`config.mk`:
```
export PLATFORM = sky130hd
export DESIGN_NAME = stable_matching_engine
export DESIGN_NICKNAME = d
export VERILOG_FILES = /design/src/hdl/sme_pkg.sv /design/src/hdl/sme_ram.sv /design/src/hdl/stable_matching_engine.sv
export SDC_FILE = /design/constraint.sdc
export NUM_CORES = 2
export LEC_CHECK = 0
export BUFFER_PORTS_ARGS = -buffer_cell sky130_fd_sc_hd__buf_2
export CORE_ASPECT_RATIO = 1.5
export CORE_UTILIZATION = 45
export CTS_BUF_LIST = sky130_fd_sc_hd__clkbuf_8
export CTS_CLUSTER_SIZE = 30
export DETAILED_ROUTE_END_ITERATION = 16
export HOLD_SLACK_MARGIN = 0.02
export REMOVE_ABC_BUFFERS = 1
export SLEW_MARGIN = 5
export SYNTH_ARGS = -nofsm -noshare
export SYNTH_HDL_FRONTEND = slang
export SYNTH_SLANG_ARGS = --single-unit
```
`constraint.sdc`:
```
create_clock -name clk -period 5.2 [get_ports clk]
set_clock_uncertainty 0.2 [all_clocks]
set_input_delay 0.78 -clock clk [delete_from_list [all_inputs] [get_ports clk]]
set_output_delay 0.78 -clock clk [all_outputs]
set_load 0.02 [all_outputs]
```
`src/hdl/sme_pkg.sv`:
```
// ----------------------------------------------------------------------------
// sme_pkg
// Shared constants and types of the stable matching engine.
// ----------------------------------------------------------------------------
`timescale 1ns / 1ps

package sme_pkg;

	// Table geometry: one row of MAX_PEOPLE entries per person.
	localparam int MAX_PEOPLE  = 16;
	localparam int IDX_W       = $clog2(MAX_PEOPLE);
	localparam int TABLE_DEPTH = MAX_PEOPLE * MAX_PEOPLE;
	localparam int COUNT_W     = 9;
	localparam int NUM_W       = 5;

	// Stream payload widths.
	localparam int S_DATA_W = 16;
	localparam int S_USER_W = 2;
	localparam int M_DATA_W = 24;

	// APB port geometry.
	localparam int CFG_AW = 3;
	localparam int CFG_DW = 32;

	typedef logic [IDX_W-1:0] idx_t;
	typedef logic [1:0]       func_t;

	// Request function codes.
	localparam func_t FUNC_LOAD_PREF = 2'd0;
	localparam func_t FUNC_LOAD_RANK = 2'd1;
	localparam func_t FUNC_RUN       = 2'd2;

	// Register index of num_people (word index taken from paddr[2]).
	localparam logic REG_NUM_PEOPLE = 1'b0;

	// Partner slot: bit 4 set means free.
	localparam logic [4:0] PARTNER_FREE = 5'h1F;

endpackage

```
`src/hdl/sme_ram.sv`:
```
// ----------------------------------------------------------------------------
// sme_ram
// Generic simple dual-port RAM: one write port, one registered read port.
// ----------------------------------------------------------------------------
`timescale 1ns / 1ps

module sme_ram #(
	parameter int WIDTH = 4,
	parameter int DEPTH = 256
) (
	input  logic                     clk,
	input  logic                     we,
	input  logic [$clog2(DEPTH)-1:0] waddr,
	input  logic [WIDTH-1:0]         wdata,
	input  logic [$clog2(DEPTH)-1:0] raddr,
	output logic [WIDTH-1:0]         rdata
);

	logic [WIDTH-1:0] mem_q [DEPTH];

	// Write and registered read.
	always_ff @(posedge clk) begin
		if (we) begin
			mem_q[waddr] <= wdata;
		end
		rdata <= mem_q[raddr];
	end

endmodule

```
`src/hdl/stable_matching_engine.sv`:
```
// ----------------------------------------------------------------------------
// stable_matching_engine
// Proposer-optimal Gale-Shapley matching over loaded preference and rank
// tables held in two block RAMs.
// ----------------------------------------------------------------------------
// Channel   Ports                 Direction  Moves
// cfg       psel..prdata, pready  in/out     num_people register (APB)
// s         s_tvalid/tready/...   in         table load or run request
// m         m_tvalid/tready/...   out        one result per proposer
//
// Loads write straight into the RAMs. A proposal to a free acceptor passes
// ST_PREF, a contested one also ST_RNEW and ST_RCUR (the rank RAM has one
// read port, so both ranks are read in turn); results follow one per cycle
// while m_tready is high. Reset clears the run state; the tables are not
// cleared and need no clearing pass. A stalled result holds in the output
// register; loads are taken again once a run's last result is in that register.
// ----------------------------------------------------------------------------
`timescale 1ns / 1ps

module stable_matching_engine (
	input  logic                          clk,
	input  logic                          arst_n,
	// Configuration port.
	input  logic                          psel,
	input  logic                          penable,
	input  logic                          pwrite,
	input  logic [sme_pkg::CFG_AW-1:0]    paddr,
	input  logic [sme_pkg::CFG_DW-1:0]    pwdata,
	output logic [sme_pkg::CFG_DW-1:0]    prdata,
	output logic                          pready,
	// Request stream.
	input  logic                          s_tvalid,
	output logic                          s_tready,
	// s_tdata from bit 0: person[3:0], slot[7:4], entry_value[11:8], zero fill.
	input  logic [sme_pkg::S_DATA_W-1:0]  s_tdata,
	// s_tuser from bit 0: func[1:0].
	input  logic [sme_pkg::S_USER_W-1:0]  s_tuser,
	// Result stream.
	output logic                          m_tvalid,
	input  logic                          m_tready,
	// m_tdata from bit 0: proposer[3:0], partner[7:4], proposal_count[16:8],
	// zero fill.
	output logic [sme_pkg::M_DATA_W-1:0]  m_tdata,
	// m_tuser from bit 0: status[0].
	output logic [0:0]                    m_tuser,
	output logic                          m_tlast
);

	import sme_pkg::*;

	localparam int TAW = $clog2(TABLE_DEPTH);

	typedef enum logic [2:0] {
		ST_IDLE,
		ST_SWEEP,
		ST_PREF,
		ST_RNEW,
		ST_RCUR,
		ST_EMIT
	} state_t;

	state_t               state_q;
	logic [NUM_W-1:0]     num_people_q;
	logic [NUM_W-1:0]     n_q;
	idx_t                 p_q;
	idx_t                 a_q;
	idx_t                 cur_q;
	logic [3:0]           rnew_q;
	logic                 pass_free_q;
	logic                 ok_q;
	logic [COUNT_W-1:0]   proposals_q;
	logic [4:0]           pp_q [MAX_PEOPLE];
	logic [4:0]           ap_q [MAX_PEOPLE];
	logic [NUM_W-1:0]     nc_q [MAX_PEOPLE];
	logic                 m_valid_q;
	logic [M_DATA_W-1:0]  m_data_q;
	logic                 m_status_q;
	logic                 m_last_q;

	logic                 cfg_wr;
	logic                 in_acc;
	func_t                in_func;
	idx_t                 in_person;
	idx_t                 in_slot;
	logic [3:0]           in_value;
	logic [NUM_W-1:0]     n_clamped;
	idx_t                 n_last;
	logic                 out_load;
	logic                 pref_we;
	logic                 rank_we;
	logic [TAW-1:0]       load_addr;
	logic [TAW-1:0]       pref_raddr;
	logic [TAW-1:0]       rank_raddr;
	logic [3:0]           pref_rdata;
	logic [3:0]           rank_rdata;

	// Configuration register write and readback.
	assign pready = 1'b1;
	assign cfg_wr = psel && penable && pwrite && pready && (paddr[2] == REG_NUM_PEOPLE);

	always_comb begin
		prdata = '0;
		if (paddr[2] == REG_NUM_PEOPLE) begin
			prdata = {{(CFG_DW-NUM_W){1'b0}}, num_people_q};
		end
	end

	// Request fields.
	assign in_func   = s_tuser;
	assign in_person = s_tdata[3:0];
	assign in_slot   = s_tdata[7:4];
	assign in_value  = s_tdata[11:8];
	assign s_tready  = (state_q == ST_IDLE);
	assign in_acc    = s_tvalid && s_tready;

	// Number of people clamped to the supported range.
	always_comb begin
		n_clamped = num_people_q;
		if (num_people_q < 5'd2) begin
			n_clamped = 5'd2;
		end else if (num_people_q > NUM_W'(MAX_PEOPLE)) begin
			n_clamped = NUM_W'(MAX_PEOPLE);
		end
	end

	assign n_last = IDX_W'(n_q - 5'd1);

	// Table loads write straight into the RAMs.
	assign load_addr = {in_person, in_slot};
	assign pref_we   = in_acc && (in_func == FUNC_LOAD_PREF);
	assign rank_we   = in_acc && (in_func == FUNC_LOAD_RANK);

	// Read addresses: next list entry of the current proposer; the rank RAM
	// reads the newcomer's rank first and the current partner's rank second.
	assign pref_raddr = {p_q, nc_q[p_q][IDX_W-1:0]};

	always_comb begin
		if (state_q == ST_PREF) begin
			rank_raddr = {pref_rdata, p_q};
		end else begin
			rank_raddr = {a_q, cur_q};
		end
	end

	sme_ram #(.WIDTH(4), .DEPTH(TABLE_DEPTH)) u_pref_ram (
		.clk   (clk),
		.we    (pref_we),
		.waddr (load_addr),
		.wdata (in_value),
		.raddr (pref_raddr),
		.rdata (pref_rdata)
	);

	sme_ram #(.WIDTH(4), .DEPTH(TABLE_DEPTH)) u_rank_ram (
		.clk   (clk),
		.we    (rank_we),
		.waddr (load_addr),
		.wdata (in_value),
		.raddr (rank_raddr),
		.rdata (rank_rdata)
	);

	// The output register takes a new result when it is empty or being drained.
	assign out_load = (state_q == ST_EMIT) && (!m_valid_q || m_tready);

	// Sequencer, run state and output register.
	always_ff @(posedge clk or negedge arst_n) begin
		if (!arst_n) begin
			state_q      <= ST_IDLE;
			num_people_q <= NUM_W'(MAX_PEOPLE);
			n_q          <= NUM_W'(MAX_PEOPLE);
			p_q          <= '0;
			a_q          <= '0;
			cur_q        <= '0;
			rnew_q       <= '0;
			pass_free_q  <= 1'b0;
			ok_q         <= 1'b1;
			proposals_q  <= '0;
			m_valid_q    <= 1'b0;
			m_data_q     <= '0;
			m_status_q   <= 1'b0;
			m_last_q     <= 1'b0;
			for (int i = 0; i < MAX_PEOPLE; i++) begin
				pp_q[i] <= PARTNER_FREE;
				ap_q[i] <= PARTNER_FREE;
				nc_q[i] <= '0;
			end
		end else begin
			if (cfg_wr) begin
				num_people_q <= pwdata[NUM_W-1:0];
			end

			if (out_load) begin
				m_valid_q <= 1'b1;
			end else if (m_tready) begin
				m_valid_q <= 1'b0;
			end

			unique case (state_q)
				ST_IDLE: begin
					// A run request clears the run state and starts the sweep.
					if (in_acc && (in_func == FUNC_RUN)) begin
						n_q         <= n_clamped;
						p_q         <= '0;
						pass_free_q <= 1'b0;
						ok_q        <= 1'b1;
						proposals_q <= '0;
						for (int i = 0; i < MAX_PEOPLE; i++) begin
							pp_q[i] <= PARTNER_FREE;
							ap_q[i] <= PARTNER_FREE;
							nc_q[i] <= '0;
						end
						state_q <= ST_SWEEP;
					end
				end
				ST_SWEEP: begin
					if (pp_q[p_q][4]) begin
						// Free proposer: propose next, or stop on an empty list.
						pass_free_q <= 1'b1;
						if (nc_q[p_q] >= n_q) begin
							ok_q    <= 1'b0;
							p_q     <= '0;
							state_q <= ST_EMIT;
						end else begin
							state_q <= ST_PREF;
						end
					end else if (p_q == n_last) begin
						// End of a pass: repeat while anybody was free.
						p_q <= '0;
						if (pass_free_q) begin
							pass_free_q <= 1'b0;
						end else begin
							state_q <= ST_EMIT;
						end
					end else begin
						p_q <= p_q + 1'b1;
					end
				end
				ST_PREF: begin
					// The list entry is in; a free acceptor takes him at once.
					nc_q[p_q]   <= nc_q[p_q] + 1'b1;
					proposals_q <= proposals_q + 1'b1;
					a_q         <= pref_rdata;
					cur_q       <= ap_q[pref_rdata][IDX_W-1:0];
					if (ap_q[pref_rdata][4]) begin
						pp_q[p_q]        <= {1'b0, pref_rdata};
						ap_q[pref_rdata] <= {1'b0, p_q};
						state_q          <= ST_SWEEP;
					end else begin
						state_q <= ST_RNEW;
					end
				end
				ST_RNEW: begin
					rnew_q  <= rank_rdata;
					state_q <= ST_RCUR;
				end
				ST_RCUR: begin
					// Ties go to the newcomer; the displaced partner becomes free.
					if (rnew_q <= rank_rdata) begin
						pp_q[cur_q] <= PARTNER_FREE;
						ap_q[a_q]   <= {1'b0, p_q};
						pp_q[p_q]   <= {1'b0, a_q};
					end
					state_q <= ST_SWEEP;
				end
				ST_EMIT: begin
					if (out_load) begin
						m_data_q   <= {{(M_DATA_W-8-COUNT_W){1'b0}}, proposals_q,
							(pp_q[p_q][4] ? 4'd0 : pp_q[p_q][3:0]), p_q};
						m_status_q <= !ok_q;
						m_last_q   <= (p_q == n_last);
						if (p_q == n_last) begin
							p_q     <= '0;
							state_q <= ST_IDLE;
						end else begin
							p_q <= p_q + 1'b1;
						end
					end
				end
				default: begin
					state_q <= ST_IDLE;
				end
			endcase
		end
	end

	assign m_tvalid   = m_valid_q;
	assign m_tdata    = m_data_q;
	assign m_tuser[0] = m_status_q;
	assign m_tlast    = m_last_q;

endmodule

```
# Word-level counts from Yosys, hierarchy flattened
# Memories as Yosys holds them, arrays and structs flattened. A register that Yosys moved wholly into a read port is not among the register bits.
# Index checks and enable logic that the tools add are counted.
# classes
n_eq_ne,18
muxes,67
n_reduce_logical,30
bitwise,6
n_addsub,4
magnitude_cmp,12
# op_table
operator,n
$mux W80,6
$pmux W80 S3,2
$bwmux W80,5
$pmux W80 S2,1
$demux W5 S4,4
$or A80 B80 Y80,1
$mux W5,13
$bmux W5 S4,3
$mux W4,6
$mux W3,7
$ge A5 B5 Y1 const B,4
$lt A5 B1 Y1 const B,4
$not A4 Y5,4
$pmux W3 S6,1
$pmux W9 S2,1
$logic_and A1 B1 Y1,12
$mux W1,12
$pmux W4 S3,1
$reduce_and A4 Y1,3
$add A9 B1 Y9 const B,1
$mux W9,1
$ne A3 B3 Y1 const B,3
$mux W8,1
$ne A2 B2 Y1 const B,4
26 further kinds,37
# word_totals
input_bits,60
ram_bits,2048
wordCells,201
n_memories,2
reg_bits,300
# memory_table
name,depth,word_bits,read_ports,rd_ports_with_merged_regs,write_ports,line_no,text
u_pref_ram.mem_q,256,4,1,1,1,sme_ram.sv:19,logic [WIDTH-1:0] mem_q [DEPTH];
u_rank_ram.mem_q,256,4,1,1,1,sme_ram.sv:19,

# Longest topological paths before layout
# depth
depth_word,9
mapped_depth,21
mapped_depth_nobuf,14

# Modules after synthesis
# A second synthesis with hierarchy kept.
# unflattened
hier_cells,5451
area_unflattened_um2,96960.5
# modules_own_cells
mod,instances,area_each_um2,cells_per_inst
sme_ram,2,40675.3,2051
stable_matching_engine,1,15610.0,1349

# Worst setup path before layout
# OpenSTA, ideal clock, no wires.
# synth_timing
path_kind,reg-to-reg
start,reg p_q[1]
end,reg p_q[2]
setup_time_ns,0.064
setup_slack_ns,0.706
path_stages_with_launch,22
arrival_time_ns,4.230
synth_period_minus_slack_ns,4.494
cell_sequence,dfrtp_1 buf_2 buf_6 mux4_2 mux2_4 mux2i_4 inv_2 buf_6 buf_2 buf_2 buf_2 buf_1 ha_1 a21o_1 a21o_1 a21o_1 a21o_1 nor2_1 a211oi_1 nand3_1 nor3b_1 a21o_1
# synth_between
elab_chain_cells,7
word_cells_on_any_way,16
classes_between,add/sub (1); order compare (1); eq/ne (2); mux (10); bitwise (1); reduce/logical (1)
# synth_lines
item,line_no,text
from (decl),stable_matching_engine.sv:65,idx_t p_q;
from (signal assigned),stable_matching_engine.sv:236,p_q <= p_q + 1'b1;
from (signal assigned),stable_matching_engine.sv:276,p_q <= p_q + 1'b1;
$not A4 Y5 (not written as such),"stable_matching_engine.sv:217, stable_matching_engine.sv:220",
$bmux W5 S4,stable_matching_engine.sv:220,if (nc_q[p_q] >= n_q) begin
$mux W5 (not written as such) (2 in series),stable_matching_engine.sv:220,
$ge A5 B5 Y1,stable_matching_engine.sv:220,
$ne A3 B3 Y1 (no source line),--,
$reduce_and A4 Y1 (no source line),--,
# Parallel ways exist; a longest one is shown, timed or not. The select of a mux whose other input is x is not followed.
# A chain may end at the register's enable or synchronous reset.

# Worst setup path after layout
# layout_timing
start,reg state_q[2]
end,reg u_rank_ram.rdata[2] (read register of u_rank_ram.mem_q)
# layout_between
elab_chain_cells,2
# layout_lines
item,line_no,text
from (decl),stable_matching_engine.sv:62,state_t state_q;
from (signal assigned),stable_matching_engine.sv:169,state_q <= ST_IDLE;
from (signal assigned),stable_matching_engine.sv:213,state_q <= ST_SWEEP;
from (signal assigned),stable_matching_engine.sv:223,state_q <= ST_EMIT;
$eq A3 B2 Y1,stable_matching_engine.sv:138,if (state_q == ST_PREF) begin
$mux W8,stable_matching_engine.sv:138,
to (decl),sme_ram.sv:16,output logic [WIDTH-1:0] rdata
# No other way between the ends.

==> summary.txt <==
Outcome
  • Failing checks: design-rule violations
  • Status: finished, violations left

Pwr
  • PwrDens: 496.9 nW/um^2
  • Combinational power share: approximately a third
  • Leak: approximately 0.038 uW
  • VDD IR-drop max: around 0.00032 V
  • Fraction of power consumed by sequential logic: 40.8%
  • Clk pwr share: 25.9%
  • Net switching power: around 20000 uW
  • Pint: around 34000 uW
  • Switching share of power: 36.75%

Placed design
  • Placer Congestion: a little under 0.9
  • Post-Place Cells: approximately 11000
  • I/O Buffers: between 50 and 60
  • Post-DP HPWL: between 150000 and 200000 um

Timing
  • Final hold violation count: 0
  • Final setup fails: 0
  • Fin. max-slew vios: 0
  • Fin Hold WS: approximately 160 ps
  • Final worst path period share: a little over nine tenths
  • RSZ-0062 raised after global routing: no
  • Worst Max-Slew Pin Slew: 1225 ps
  • Final critical-path required period: slightly above 5000 ps
  • Maximum operating frequency: 198.9 MHz
  • Slew Limit Headroom: between 15 and 20%

Hold path
  • Min-delay worst type: primary input to flop

Die
  • Die width: between 300 and 400 um
  • Initial Util: between 40% and 50%
  • Ports: about 120
  • Die Y: around 570 um
  • Placeable core area: ~220000 um^2
  • Row Count: roughly 210
  • Die footprint: ~220000 um^2

CTS
  • Post-CTS resize count: 0
  • CTS tree: yes
  • CTS hold repair buffers: 6
  • H-tree depth: 5
  • Post-CTS Setup Bufs: 0
  • Maximum root-to-sink buffer count: 4
  • CTS buffer count: between 300 and 400
  • Later-pin clock latency in the skew report: ~970 ps
  • Clk pin slew, worst setup/hold paths: 70 ps
  • Clk sinks: approximately 2400
  • Clk root buf: clkbuf_8

Logic synthesis
  • Mux share of post-synthesis cell area: approximately 3.6%
  • Number of synthesized flops with an enable pin: 2048
  • Synth async-reset ratio: about an eighth
  • Simple-Gate Fraction of Synth Area: approximately 16%
  • Register area share after synthesis: 70.52%
  • Main synth FF type: edfxtp_1
  • Post-synthesis cell area: between 90000 and 100000 um^2
  • Yosys warns: 0
  • Synth Area in Compound Gates: 6.430%
  • Top-area cell type share of the netlist area: 62.52%
  • Leading area contributor after synthesis: edfxtp_1
  • Xor and xnor area share after synthesis: 0.08014%
  • Adder-Cell Fraction of Synth Area: less than 1%
  • Synth area leaders: edfxtp_1 (63%), nand2_1 (8.0%), dfstp_2 (4.4%)
  • Syn avg cell area: 12.27 um^2
  • Distinct cells, synth: just under 80
  • Largest family of logic cells by synthesized area: simple AND/OR/NAND/NOR gates
  • #FFs+latches synth: about 2400
  • Post-Syn Instances: 8014

Global route
  • Initial antenna violation count: 8
  • Vias in the first global route: roughly 65000
  • Global-route wire length before repair: roughly 420000 um
  • Pin count of the biggest net entering global routing: around 120
  • Grt ovf: 0
  • Gr usage total: roughly a quarter

Layout
  • Share of layout cells above drive strength 1: between 10% and 20%
  • Area growth syn-to-layout: 11.10%
  • Most common cell after layout, fill and taps aside: nand2_1
  • Post-route insts no fill: about 11000
  • Most frequent cells in the layout: nand2_1 (2098), edfxtp_1 (2048), nand3_1 (828)
  • Final nets: between 8000 and 9000

Detailed routing
  • ANT nets after route: 0
  • DRC: 21
  • Detailed Route WL: roughly 280000 um
  • Vias after detailed routing: about 65000
  • Wire per inst: roughly 25 um
  • Iter 0 DRT Violations: between 5000 and 6000
  • Vias/cell: approximately 5.8
  • Initial DRT Pass Iterations: 14

Setup path
  • Worst EP arrival: between 5000 and 6000 ps
  • Critical Path RT: approximately 5900 ps
  • Crit end category: flop
  • Setup Crit Path Kind: flop to flop
  • CP max FO: 24
  • Worst setup SP type: flop

Job
  • Max-Cap Viols: 0
-- kinds of logic after synthesis --
kind of cell / count (synthesis)
xor gates and xnor gates: 9
adders and majority gates: 16
and+or+nand+nor: 3805
AOI/OAI and AO/OA: 932
buffers and inverters: 630
DFF: 2356
muxes: 264
other: 2
-- state kept, by name, summed over array words and instances (netlist names), 5 cells and up --
name,count
ap_q,80
pp_q,80
u_pref_ram.mem_q,1024
nc_q,80
m_tdata,17
n_q,5
u_rank_ram.mem_q,1024
num_people_q,5
proposals_q,9
-- layout make-up --
class,count,area [um^2]
Antenna cell,9,22.52
Clock buffer,372,5120
Clock inverter,236,1215
Fill cell,18720,107500
Inverter,29,118.9
Multi-Input combinational cell,5061,26550
Sequential cell,2356,69380
Tap cell,2848,3563
Timing Repair Buffer,352,3316
-- layer usage --
layer / GRT usage (%) / vias up / share of wire [%]
li1: - / 29460 / -
met1: 30.52 / 32600 / 38
met2: 44.40 / 2488 / 51
met3: 3.680 / 634 / 6.1
met4: 12.41 / 4 / 5.2
met5: 0 / - / 0.0081
-- worst max-delay path, stage by stage, from the launching register on --
cell and delay, ps:
dfrtp_1 460, or3b_2 600, nand2_1 230, a21boi_4 920, buf_4 450, nand2_1 90
nand3_1 80, a311oi_1 170, a311oi_1 830, a311oi_1 250, or4_1 530, o211ai_1 110
-- path summary, 6_finish.rpt --
path                             from                 endpoint  slack, ps  cells past startpoint
max                        state_q[2]      u_rank_ram.rdata[2]        170                     11
min                        s_tdata[8]  u_pref_ram.mem_q[69][0]        160                      1
max reg2reg                state_q[2]      u_rank_ram.rdata[2]        170                     11
min reg2reg                  ap_q[54]                 ap_q[54]        260                      2
max in group asynchronous      arst_n                   p_q[1]       3340                      3
min in group asynchronous      arst_n               m_tdata[9]        310                      2
-- per-stage QoR --
stage               setup slack (ps)  TNS, ps  utilization, %  total power, uW  instance area, um^2
detailed placement             363.3        0           47.45            40510               102900
finish                         172.3        0           50.41            54310               109300
CTS                            332.8        0           50.40            54480               109300
floorplan                     -16120  -912240               -            33620                95860
global placement               380.5        0           47.45            40300               102900
global route                   56.81        0           50.41            56730               109300
-- synth_stat cells (all sizes together) (6+ instances only) --
cell     instances
nand2         2108
edfxtp        2048
nand3          828
nor2           573
clkbuf         320
buf            281
o21ai          219
a21oi          178
mux2i          172
dfstp          163
dfrtp          137
a311oi         136
and3           109
a31oi          106
o22a            82
mux4            69
a32oi           56
nand4           52
nor3            30
inv             27
a211oi          23
mux2            23
o22ai           20
nor2b           19
nor4            17
ha              16
nand2b          16
a2111oi         15
o2111ai         12
or2             12
a221oi          11
and2            10
a21o             8
dfxtp            8
or4              8
o211ai           7
o32ai            7
or3              7
a221o            6
a22oi            6
-- power by group through the flow --
| stage | Clock, uW | Combinational [uW] | Sequential [uW] |
|---|---|---|---|
| 2_1_floorplan | 0 | 11200 | 22400 |
| 3_3_place_gp | 0 | 17800 | 22500 |
| 3_5_place_dp | 0 | 18000 | 22500 |
| 4_1_cts | 14300 | 18000 | 22200 |
| 5_1_grt | 15100 | 19400 | 22200 |
| 6_report | 14100 | 18100 | 22200 |
Note: power is estimated with default switching activity, not from simulation.
